File: src/rtl/core/assert_macros.svh
// ----------------------------------------------------------------------------
// assert_macros.svh
// Assertion macros used by the sliding median time budget RTL.
// ----------------------------------------------------------------------------
`ifndef ASSERT_MACROS_SVH
`define ASSERT_MACROS_SVH

// Same-cycle implication, disabled while reset is low.
`define ASSERT_IMP(label, clk, rst_n, ante, cons) \
    label: assert property (@(posedge clk) disable iff (!rst_n) (ante) |-> (cons)) \
        else $error("assertion failed");

// Next-cycle implication, disabled while reset is low.
`define ASSERT_NXT(label, clk, rst_n, ante, cons) \
    label: assert property (@(posedge clk) disable iff (!rst_n) (ante) |=> (cons)) \
        else $error("assertion failed");

`endif

File: src/rtl/core/smtb_pkg.sv
// ----------------------------------------------------------------------------
// smtb_pkg
// Widths, reset values, register indexes and cell control type.
// ----------------------------------------------------------------------------
package smtb_pkg;

    localparam int VAL_W      = 15;
    localparam int LIM_W      = 16;
    localparam int TIME_W     = 32;
    localparam int WINDOW_DEF = 20;
    localparam int ADDR_W     = 4;
    localparam int DATA_W     = 32;

    localparam logic [VAL_W-1:0] CAP_RESET   = 15'd1000;
    localparam logic [VAL_W-1:0] BLOW_RESET  = 15'd20;
    localparam logic [VAL_W-1:0] MID_RESET   = 15'd33;
    localparam logic [VAL_W-1:0] FLOOR_RESET = 15'd36;

    typedef enum logic [1:0] {
        REG_SAMPLE_CAP  = 2'd0,
        REG_BUDGET_LOW  = 2'd1,
        REG_MID_LEVEL   = 2'd2,
        REG_LIMIT_FLOOR = 2'd3
    } t_reg_idx;

    typedef struct packed {
        logic             load;
        logic             sort;
        logic             phase;
        logic [VAL_W-1:0] sample;
    } t_cell_ctrl;

endpackage

File: src/rtl/core/smtb_cell.sv
// ----------------------------------------------------------------------------
// smtb_cell
// One rank position: holds a sample and its slot tag, compare-exchanges
// with a neighbor on alternating phases.
// ----------------------------------------------------------------------------
module smtb_cell import smtb_pkg::*; #(
    parameter int IDX    = 0,
    parameter int WINDOW = WINDOW_DEF,
    parameter int SLOT_W = $clog2(WINDOW)
) (
    input  logic              i_clk,
    input  logic              i_rst_n,
    input  t_cell_ctrl        i_ctrl,
    input  logic [SLOT_W-1:0] i_slot,
    input  logic [VAL_W-1:0]  i_left_val,
    input  logic [SLOT_W-1:0] i_left_slot,
    input  logic [VAL_W-1:0]  i_right_val,
    input  logic [SLOT_W-1:0] i_right_slot,
    output logic [VAL_W-1:0]  o_val,
    output logic [SLOT_W-1:0] o_slot
);

    localparam bit MY_PAR = bit'(IDX % 2);
    localparam bit HAS_R  = (IDX < WINDOW - 1);
    localparam bit HAS_L  = (IDX > 0);

    logic [VAL_W-1:0]  r_val, n_val;
    logic [SLOT_W-1:0] r_slot, n_slot;

    always_comb begin
        n_val  = r_val;
        n_slot = r_slot;
        if (i_ctrl.load && (r_slot == i_slot)) begin
            n_val = i_ctrl.sample;
        end else if (i_ctrl.sort) begin
            if (HAS_R && (i_ctrl.phase == MY_PAR) && (r_val > i_right_val)) begin
                n_val  = i_right_val;
                n_slot = i_right_slot;
            end else if (HAS_L && (i_ctrl.phase != MY_PAR) && (i_left_val > r_val)) begin
                n_val  = i_left_val;
                n_slot = i_left_slot;
            end
        end
    end

    always_ff @(posedge i_clk) begin
        if (!i_rst_n) begin
            r_val  <= FLOOR_RESET;
            r_slot <= SLOT_W'(IDX);
        end else begin
            r_val  <= n_val;
            r_slot <= n_slot;
        end
    end

    assign o_val  = r_val;
    assign o_slot = r_slot;

endmodule

File: src/rtl/core/smtb_limit.sv
// ----------------------------------------------------------------------------
// smtb_limit
// Budget and limit arithmetic with the result payload register.
// ----------------------------------------------------------------------------
module smtb_limit import smtb_pkg::*; (
    input  logic             i_clk,
    input  logic             i_load,
    input  logic [VAL_W-1:0] i_sample,
    input  logic [VAL_W-1:0] i_median,
    input  logic [VAL_W-1:0] i_budget_low,
    input  logic [VAL_W-1:0] i_mid_level,
    input  logic [VAL_W-1:0] i_limit_floor,
    output logic [LIM_W-1:0] o_time_limit,
    output logic [VAL_W-1:0] o_median
);

    logic [VAL_W+1:0] w_x3;
    logic [LIM_W-1:0] w_half;
    logic [LIM_W-1:0] w_lo;
    logic [VAL_W-1:0] w_budget;
    logic [LIM_W-1:0] w_sum;
    logic [LIM_W-1:0] w_upper;
    logic [LIM_W-1:0] w_capped;
    logic [LIM_W-1:0] w_limit;
    logic [LIM_W-1:0] r_time_limit;
    logic [VAL_W-1:0] r_median;

    always_comb begin
        w_x3   = {2'b00, i_sample} + {1'b0, i_sample, 1'b0};
        w_half = w_x3[VAL_W+1:1];
        w_lo   = (w_half < {1'b0, i_budget_low}) ? {1'b0, i_budget_low} : w_half;
        w_budget = (w_lo > {1'b0, i_mid_level}) ? i_mid_level : w_lo[VAL_W-1:0];
        w_sum  = {1'b0, w_budget} + {1'b0, i_median};
        if (i_sample >= i_mid_level) begin
            w_upper = {i_sample, 1'b0};
        end else begin
            w_upper = {1'b0, i_sample} + {1'b0, i_mid_level};
        end
        w_capped = (w_sum > w_upper) ? w_upper : w_sum;
        w_limit  = (w_capped < {1'b0, i_limit_floor}) ? {1'b0, i_limit_floor} : w_capped;
    end

    always_ff @(posedge i_clk) begin
        if (i_load) begin
            r_time_limit <= w_limit;
            r_median     <= i_median;
        end
    end

    assign o_time_limit = r_time_limit;
    assign o_median     = r_median;

endmodule

File: src/rtl/core/sliding_median_time_budget_top.sv
// ----------------------------------------------------------------------------
// sliding_median_time_budget_top
// Sliding-window running median of elapsed time and derived time budget.
// ----------------------------------------------------------------------------
// Each input transaction (now_time, mark_time) gives one output transaction
// (time_limit, median_sample): the difference is registered, then saturated
// as it overwrites the oldest cell, then WINDOW odd-even transposition passes
// run over the row of rank cells, and the limit arithmetic is registered
// once the output is free. One transaction is in flight at a time; a new one
// is taken while the previous result waits on the output. The window holds
// limit_floor's reset value only after reset; later writes of limit_floor do
// not refill it.
module sliding_median_time_budget_top import smtb_pkg::*; #(
    parameter int WINDOW = WINDOW_DEF
) (
    input  logic              i_clk,
    input  logic              i_rst_n,
    // APB configuration
    input  logic              psel,
    input  logic              penable,
    input  logic              pwrite,
    input  logic [ADDR_W-1:0] paddr,
    input  logic [DATA_W-1:0] pwdata,
    output logic [DATA_W-1:0] prdata,
    output logic              pready,
    // input stream
    input  logic              s_axis_tvalid,
    output logic              s_axis_tready,
    input  logic [63:0]       s_axis_tdata,  // [31:0] now_time, [63:32] mark_time
    // output stream
    output logic              m_axis_tvalid,
    input  logic              m_axis_tready,
    output logic [31:0]       m_axis_tdata   // [15:0] time_limit, [30:16] median_sample
);

    localparam int SLOT_W = $clog2(WINDOW);
    localparam int MED    = WINDOW / 2;

    typedef enum logic [1:0] {
        S_IDLE,
        S_INS,
        S_SORT,
        S_CALC
    } t_state;

    t_state              r_state;
    logic [VAL_W-1:0]    r_cap, r_blow, r_mid, r_floor;
    logic [TIME_W-1:0]   r_diff;
    logic [VAL_W-1:0]    r_sample;
    logic [VAL_W-1:0]    n_sample;
    logic [SLOT_W-1:0]   r_oldest;
    logic [SLOT_W-1:0]   r_cnt;
    logic                r_out_valid;
    logic                w_in_acc;
    logic                w_out_free;
    logic                w_res_load;
    logic                w_cfg_wr;
    t_reg_idx            w_idx;
    t_cell_ctrl          w_ctrl;
    logic [VAL_W-1:0]    w_val  [WINDOW];
    logic [SLOT_W-1:0]   w_slot [WINDOW];
    logic [LIM_W-1:0]    w_time_limit;
    logic [VAL_W-1:0]    w_median;

    // configuration
    assign pready   = 1'b1;
    assign w_idx    = t_reg_idx'(paddr[3:2]);
    assign w_cfg_wr = psel && penable && pwrite && pready;

    always_ff @(posedge i_clk) begin
        if (!i_rst_n) begin
            r_cap   <= CAP_RESET;
            r_blow  <= BLOW_RESET;
            r_mid   <= MID_RESET;
            r_floor <= FLOOR_RESET;
        end else if (w_cfg_wr) begin
            unique case (w_idx)
                REG_SAMPLE_CAP:  r_cap   <= pwdata[VAL_W-1:0];
                REG_BUDGET_LOW:  r_blow  <= pwdata[VAL_W-1:0];
                REG_MID_LEVEL:   r_mid   <= pwdata[VAL_W-1:0];
                REG_LIMIT_FLOOR: r_floor <= pwdata[VAL_W-1:0];
            endcase
        end
    end

    always_comb begin
        unique case (w_idx)
            REG_SAMPLE_CAP:  prdata = {{(DATA_W-VAL_W){1'b0}}, r_cap};
            REG_BUDGET_LOW:  prdata = {{(DATA_W-VAL_W){1'b0}}, r_blow};
            REG_MID_LEVEL:   prdata = {{(DATA_W-VAL_W){1'b0}}, r_mid};
            REG_LIMIT_FLOOR: prdata = {{(DATA_W-VAL_W){1'b0}}, r_floor};
        endcase
    end

    // control
    assign s_axis_tready = (r_state == S_IDLE);
    assign w_in_acc      = s_axis_tvalid && s_axis_tready;
    assign w_out_free    = !r_out_valid || m_axis_tready;
    assign w_res_load    = (r_state == S_CALC) && w_out_free;
    assign n_sample      = (r_diff > {{(TIME_W-VAL_W){1'b0}}, r_cap}) ? r_cap
                                                                     : r_diff[VAL_W-1:0];

    always_comb begin
        w_ctrl.load   = (r_state == S_INS);
        w_ctrl.sort   = (r_state == S_SORT);
        w_ctrl.phase  = r_cnt[0];
        w_ctrl.sample = n_sample;
    end

    always_ff @(posedge i_clk) begin
        if (!i_rst_n) begin
            r_state     <= S_IDLE;
            r_oldest    <= '0;
            r_cnt       <= '0;
            r_out_valid <= 1'b0;
        end else begin
            if (w_res_load) begin
                r_out_valid <= 1'b1;
            end else if (r_out_valid && m_axis_tready) begin
                r_out_valid <= 1'b0;
            end
            unique case (r_state)
                S_IDLE: begin
                    if (w_in_acc) begin
                        r_diff  <= s_axis_tdata[31:0] - s_axis_tdata[63:32];
                        r_state <= S_INS;
                    end
                end
                S_INS: begin
                    r_sample <= n_sample;
                    r_oldest <= (r_oldest == SLOT_W'(WINDOW - 1)) ? '0 : r_oldest + 1'b1;
                    r_cnt    <= '0;
                    r_state  <= S_SORT;
                end
                S_SORT: begin
                    r_cnt <= r_cnt + 1'b1;
                    if (r_cnt == SLOT_W'(WINDOW - 1)) begin
                        r_state <= S_CALC;
                    end
                end
                S_CALC: begin
                    if (w_out_free) begin
                        r_state <= S_IDLE;
                    end
                end
                default: r_state <= S_IDLE;
            endcase
        end
    end

    // rank cells
    for (genvar g = 0; g < WINDOW; g++) begin : g_cell
        logic [VAL_W-1:0]  w_lv, w_rv;
        logic [SLOT_W-1:0] w_ls, w_rs;
        if (g == 0) begin : g_lend
            assign w_lv = '0;
            assign w_ls = '0;
        end else begin : g_lnb
            assign w_lv = w_val[g-1];
            assign w_ls = w_slot[g-1];
        end
        if (g == WINDOW - 1) begin : g_rend
            assign w_rv = '1;
            assign w_rs = '0;
        end else begin : g_rnb
            assign w_rv = w_val[g+1];
            assign w_rs = w_slot[g+1];
        end
        smtb_cell #(
            .IDX    (g),
            .WINDOW (WINDOW),
            .SLOT_W (SLOT_W)
        ) u_cell (
            .i_clk        (i_clk),
            .i_rst_n      (i_rst_n),
            .i_ctrl       (w_ctrl),
            .i_slot       (r_oldest),
            .i_left_val   (w_lv),
            .i_left_slot  (w_ls),
            .i_right_val  (w_rv),
            .i_right_slot (w_rs),
            .o_val        (w_val[g]),
            .o_slot       (w_slot[g])
        );
    end

    smtb_limit u_limit (
        .i_clk         (i_clk),
        .i_load        (w_res_load),
        .i_sample      (r_sample),
        .i_median      (w_val[MED]),
        .i_budget_low  (r_blow),
        .i_mid_level   (r_mid),
        .i_limit_floor (r_floor),
        .o_time_limit  (w_time_limit),
        .o_median      (w_median)
    );

    assign m_axis_tvalid = r_out_valid;
    assign m_axis_tdata  = {1'b0, w_median, w_time_limit};

    // assertions
`include "assert_macros.svh"

    `ASSERT_NXT(a_acc_to_ins, i_clk, i_rst_n, w_in_acc, r_state == S_INS)
    `ASSERT_IMP(a_median_sorted, i_clk, i_rst_n, r_state == S_CALC, w_val[MED-1] <= w_val[MED])
    `ASSERT_IMP(a_oldest_range, i_clk, i_rst_n, 1'b1, r_oldest <= SLOT_W'(WINDOW - 1))
    `ASSERT_NXT(a_calc_valid, i_clk, i_rst_n, w_res_load, r_out_valid)

endmodule
File: config.mk
export PLATFORM = sky130hd
export DESIGN_NAME = sliding_median_time_budget_top
export DESIGN_NICKNAME = d
export VERILOG_FILES = /design/src/rtl/core/smtb_pkg.sv /design/src/rtl/core/smtb_cell.sv /design/src/rtl/core/smtb_limit.sv /design/src/rtl/core/sliding_median_time_budget_top.sv
export VERILOG_INCLUDE_DIRS = /design/src /design/src/rtl/core
export SDC_FILE = /design/constraint.sdc
export NUM_CORES = 2
export LEC_CHECK = 0
export BUFFER_PORTS_ARGS = -buffer_cell sky130_fd_sc_hd__buf_2
export CAP_MARGIN = 10
export CORE_AREA = 2 2 324 326
export CTS_BUF_LIST = sky130_fd_sc_hd__clkbuf_16
export CTS_CLUSTER_SIZE = 24
export DETAILED_ROUTE_END_ITERATION = 10
export DIE_AREA = 0 0 326 328
export GPL_ROUTABILITY_DRIVEN = 0
export GPL_TIMING_DRIVEN = 1
export PLACE_DENSITY_LB_ADDON = 0.08
export SETUP_SLACK_MARGIN = 0.2
export SYNTH_ARGS = -nofsm -noshare
export SYNTH_HDL_FRONTEND = slang
export SYNTH_HIERARCHICAL = 1
export SYNTH_SLANG_ARGS = --single-unit
export TNS_END_PERCENT = 100
File: constraint.sdc
create_clock -name i_clk -period 19.9 [get_ports i_clk]
set_clock_uncertainty 0.2 [all_clocks]
set_input_delay 0.995 -clock i_clk [delete_from_list [all_inputs] [get_ports i_clk]]
set_output_delay 0.995 -clock i_clk [all_outputs]
set_load 0.01 [all_outputs]
==> impl_metrics.py <==
metrics = {
    "clock_network": {
        "tritoncts": "done",
        "cts_hold_buf": 0,
        "post_cts_resized": 0,
        "cts_inserted_buffers": 72,
        "clock-sinks": 551,
        "root_buffer": "clkbuf_16",
        "h-tree-depth": 3,
        "clockBufferDepth": 3,
        "cts_setup_buffers": 0,
        "clkTransAtPathRegs_ns": 0.06,
        "insertion_delay_ns": 0.64,
    },
    "logic_synthesis": {
        "syn_inst": 5860,
        "ys_types": 131,
        "async_reset_ff_frac": 0,
        "synth_flop_cell": "dfxtp_1",
        "syn-cell-area_um2": 51500,
        "ys_seq_area_frac": 0.2293,
        "yosys.area.top_type": "dfxtp_1",
        "synth_edf_count": 78,
        "synthTopCellsByArea": "dfxtp_1 18%, ha_1 18%, mux2i_1 5.6%",
        "synth.avg_cell_area_um2": 8.789,
        "synth_warnings": 6,
        "ys_seq_elements": 551,
        "synth_top_area_frac": 0.1839,
    },
    "critical_path": {
        "r2r_cells": 48,
        "worstPathArrival_ns": 13.95,
        "crit_slowest_cell": "and2_1",
        "crit_path_max_incr_delay_ns": 0.73,
        "crit_path_start_kind": "flip-flop",
        "crit_fanout": 16,
        "crit_buf_inv": 2,
        "cpMostUsedCell": "ha_1",
        "crit_family": "compound AO/OA/AOI/OAI gates",
        "r2r_end": "u_limit/o_time_limit[14]",
        "rr_startpoint": "r_sample[1]",
        "crit_path_end_kind": "flip-flop",
        "reg2reg_setup_slack_ns": 6.13,
        "path_class": "reg2reg",
        "critPathRequiredTime_ns": 20.08,
    },
    "finish": {
        "finalInstanceArea_um2": 55200,
        "fillCellCount": 9740,
        "final_common_cell": "inv_1",
        "nNetsFinal": 6763,
        "drive_above_1_share": 0.1238,
        "ff_latch_area_um2": 11820,
        "layout_common_cells": "763 x inv_1, 741 x ha_1, 485 x nand2_1",
        "area_growth_pct": 7.176,
        "multi_input_area_um2": 35450,
    },
    "min_path": {
        "hp-start": "r_blow[1]",
        "min_path_type": "reg2reg",
        "hold_path_end": "r_blow[1]",
        "hold_depth": 2,
    },
    "pwr": {
        "leakage_nw": 22.26,
        "ir_worst_vdd_mv": 0.1390,
        "powerDensity_nw_per_um2": 122.5,
    },
    "drt": {
        "drt_first_pass_iters": 8,
        "wl_per_cell_um": 21.43,
        "ant_nets": 0,
        "num_vias": 44810,
        "via_per_inst": 6.102,
        "drt-total-wl_um": 157400,
        "drcViolationCount": 0,
        "drt_iter0_drc": 3475,
    },
    "die": {
        "coreArea_um2": 103200,
        "dieWidth_um": 326,
        "io_pins": 174,
        "die_area_um2": 106900,
        "initial_utilization": 0.4990,
        "die_y_um": 328,
        "rows": 118,
    },
    "global_route": {
        "grt_max_degree": 70,
        "grt_pass1_wl_um": 246700,
        "grt_antenna_before_repair": 3,
        "grt_pass1_vias": 42280,
        "track_usage": 0.2870,
        "overflow": 0,
    },
    "timing": {
        "period_share": 0.6920,
        "worst_pin_slew_ns": 1.276,
        "slew_violations": 0,
        "rsz0062_at_grt": "no",
        "setup_viol": 0,
        "fin_setup_tns_ns": 0,
        "slew_headroom": 0.1494,
        "hold_viol": 0,
        "fin_crit_ns": 13.77,
        "max_freq_mhz": 72.62,
    },
    "placed_design": {
        "dpl_cell_area_um2": 52920,
        "hpwl_um": 117000,
        "portBuffers": 135,
    },
    "status": {
        "status": "finished clean",
    },
    "job": {
        "drv_cap": 0,
    },
}
==> where the power goes <==
group,switching [W],internal (W),total [W]
sequential,0.000217,0.00128,0.00149
combinational,0.00238,0.00161,0.00398
clock,0.000543,0.000744,0.00129
==> synthesized netlist by cell type (17+ instances only) <==
library cell	n
inv_1	752
ha_1	742
nand2_1	485
dfxtp_1	473
a21oi_1	421
mux2i_1	286
nor2_1	213
o21ai_0	173
a211oi_1	147
nand3_1	109
nor3_1	102
o31ai_1	100
nand4_1	92
xnor2_1	81
edfxtp_1	78
clkbuf_1	76
nand2b_1	76
o221ai_1	76
xor2_1	75
o221ai_2	72
o21a_1	65
buf_2	61
mux2_2	56
a21o_1	52
nand3b_1	52
buf_4	45
buf_6	44
o31ai_2	43
a221oi_1	42
nor4_1	41
o31a_1	39
and3_1	37
o211ai_1	35
nor2b_1	34
a221oi_2	31
a221o_1	30
mux2_4	29
a211oi_2	23
a211o_1	22
a22o_1	19
and4_1	18
o21ai_1	18
a2bb2oi_1	17
==> worst max-delay path by stage <==
stage               slack (ns)         from  cells after the start                        to
finish                    6.13  r_sample[1]                     48  u_limit/o_time_limit[14]
global route              5.39  r_sample[1]                     48   u_limit/o_time_limit[0]
CTS                       6.38  r_sample[1]                     48   u_limit/o_time_limit[0]
detailed placement        6.43  r_sample[1]                     48   u_limit/o_time_limit[0]
global placement          6.53  r_sample[1]                     48  u_limit/o_time_limit[14]
floorplan                 8.51  r_sample[1]                     52  u_limit/o_time_limit[10]
==> metrics by stage <==
step | utilization | setup slack, ns | cells | power (W) | hold WS (ns)
finish | 0.5349 | 6.129 | 7344 | 0.006764 | 0.2877
global route | 0.5348 | 5.391 | 7343 | 0.007234 | 0.3100
CTS | 0.5345 | 6.378 | 7339 | 0.006741 | 0.2788
detailed placement | 0.5127 | 6.428 | 7212 | 0.005436 | 0.2726
global placement | 0.5127 | 6.532 | 7212 | 0.005371 | 0.2612
floorplan | - | 8.512 | 5877 | 0.004707 | 0.2463
==> worst min-delay path, stage by stage (launching register included) <==
cell and delay (ns):
dfxtp_1 0.33, nand2_1 0.06, a21oi_1 0.05
==> layout make-up <==
| cell class | count | area share |
|---|---|---|
| clock buffer | 75 | 0.03400 |
| tap | 1380 | 0.03128 |
| clock inverter | 52 | 0.006755 |
| inverter | 754 | 0.05127 |
| antenna | 1 | 0.00004534 |
| sequential | 551 | 0.2141 |
| timing repair buffer | 194 | 0.02042 |
| multi-input combinational | 4337 | 0.6421 |
==> routing by layer <==
metal / global-route usage / share of wire / vias up
met5: 0 / 0 / -
met4: 0.08175 / 0.026 / 0
met3: 0.03110 / 0.056 / 213
met2: 0.4542 / 0.44 / 1193
met1: 0.4113 / 0.48 / 21540
li1: - / - / 21870
==> state kept, by name (all words and copies together), names as in the netlist, 5 cells and up <==
signal,cells
g_cell.u_cell/o_slot,100
g_cell.u_cell/o_val,300
r_blow,15
r_cap,15
r_cnt,5
r_diff,32
r_floor,15
r_mid,15
r_oldest,5
r_sample,15
u_limit/o_median,15
u_limit/o_time_limit,16
==> logic make-up after synthesis <==
logic type / Yosys count / share of synthesized area
compound gates: 1661 / 0.2566
simple gates: 1368 / 0.1377
buf+inv: 989 / 0.08479
fa+ha+maj: 746 / 0.1818
flops: 551 / 0.2293
mux: 387 / 0.08306
xor+xnor: 156 / 0.02653
other cells: 2 / 0.0001458
(Power assumes the default switching activity.)
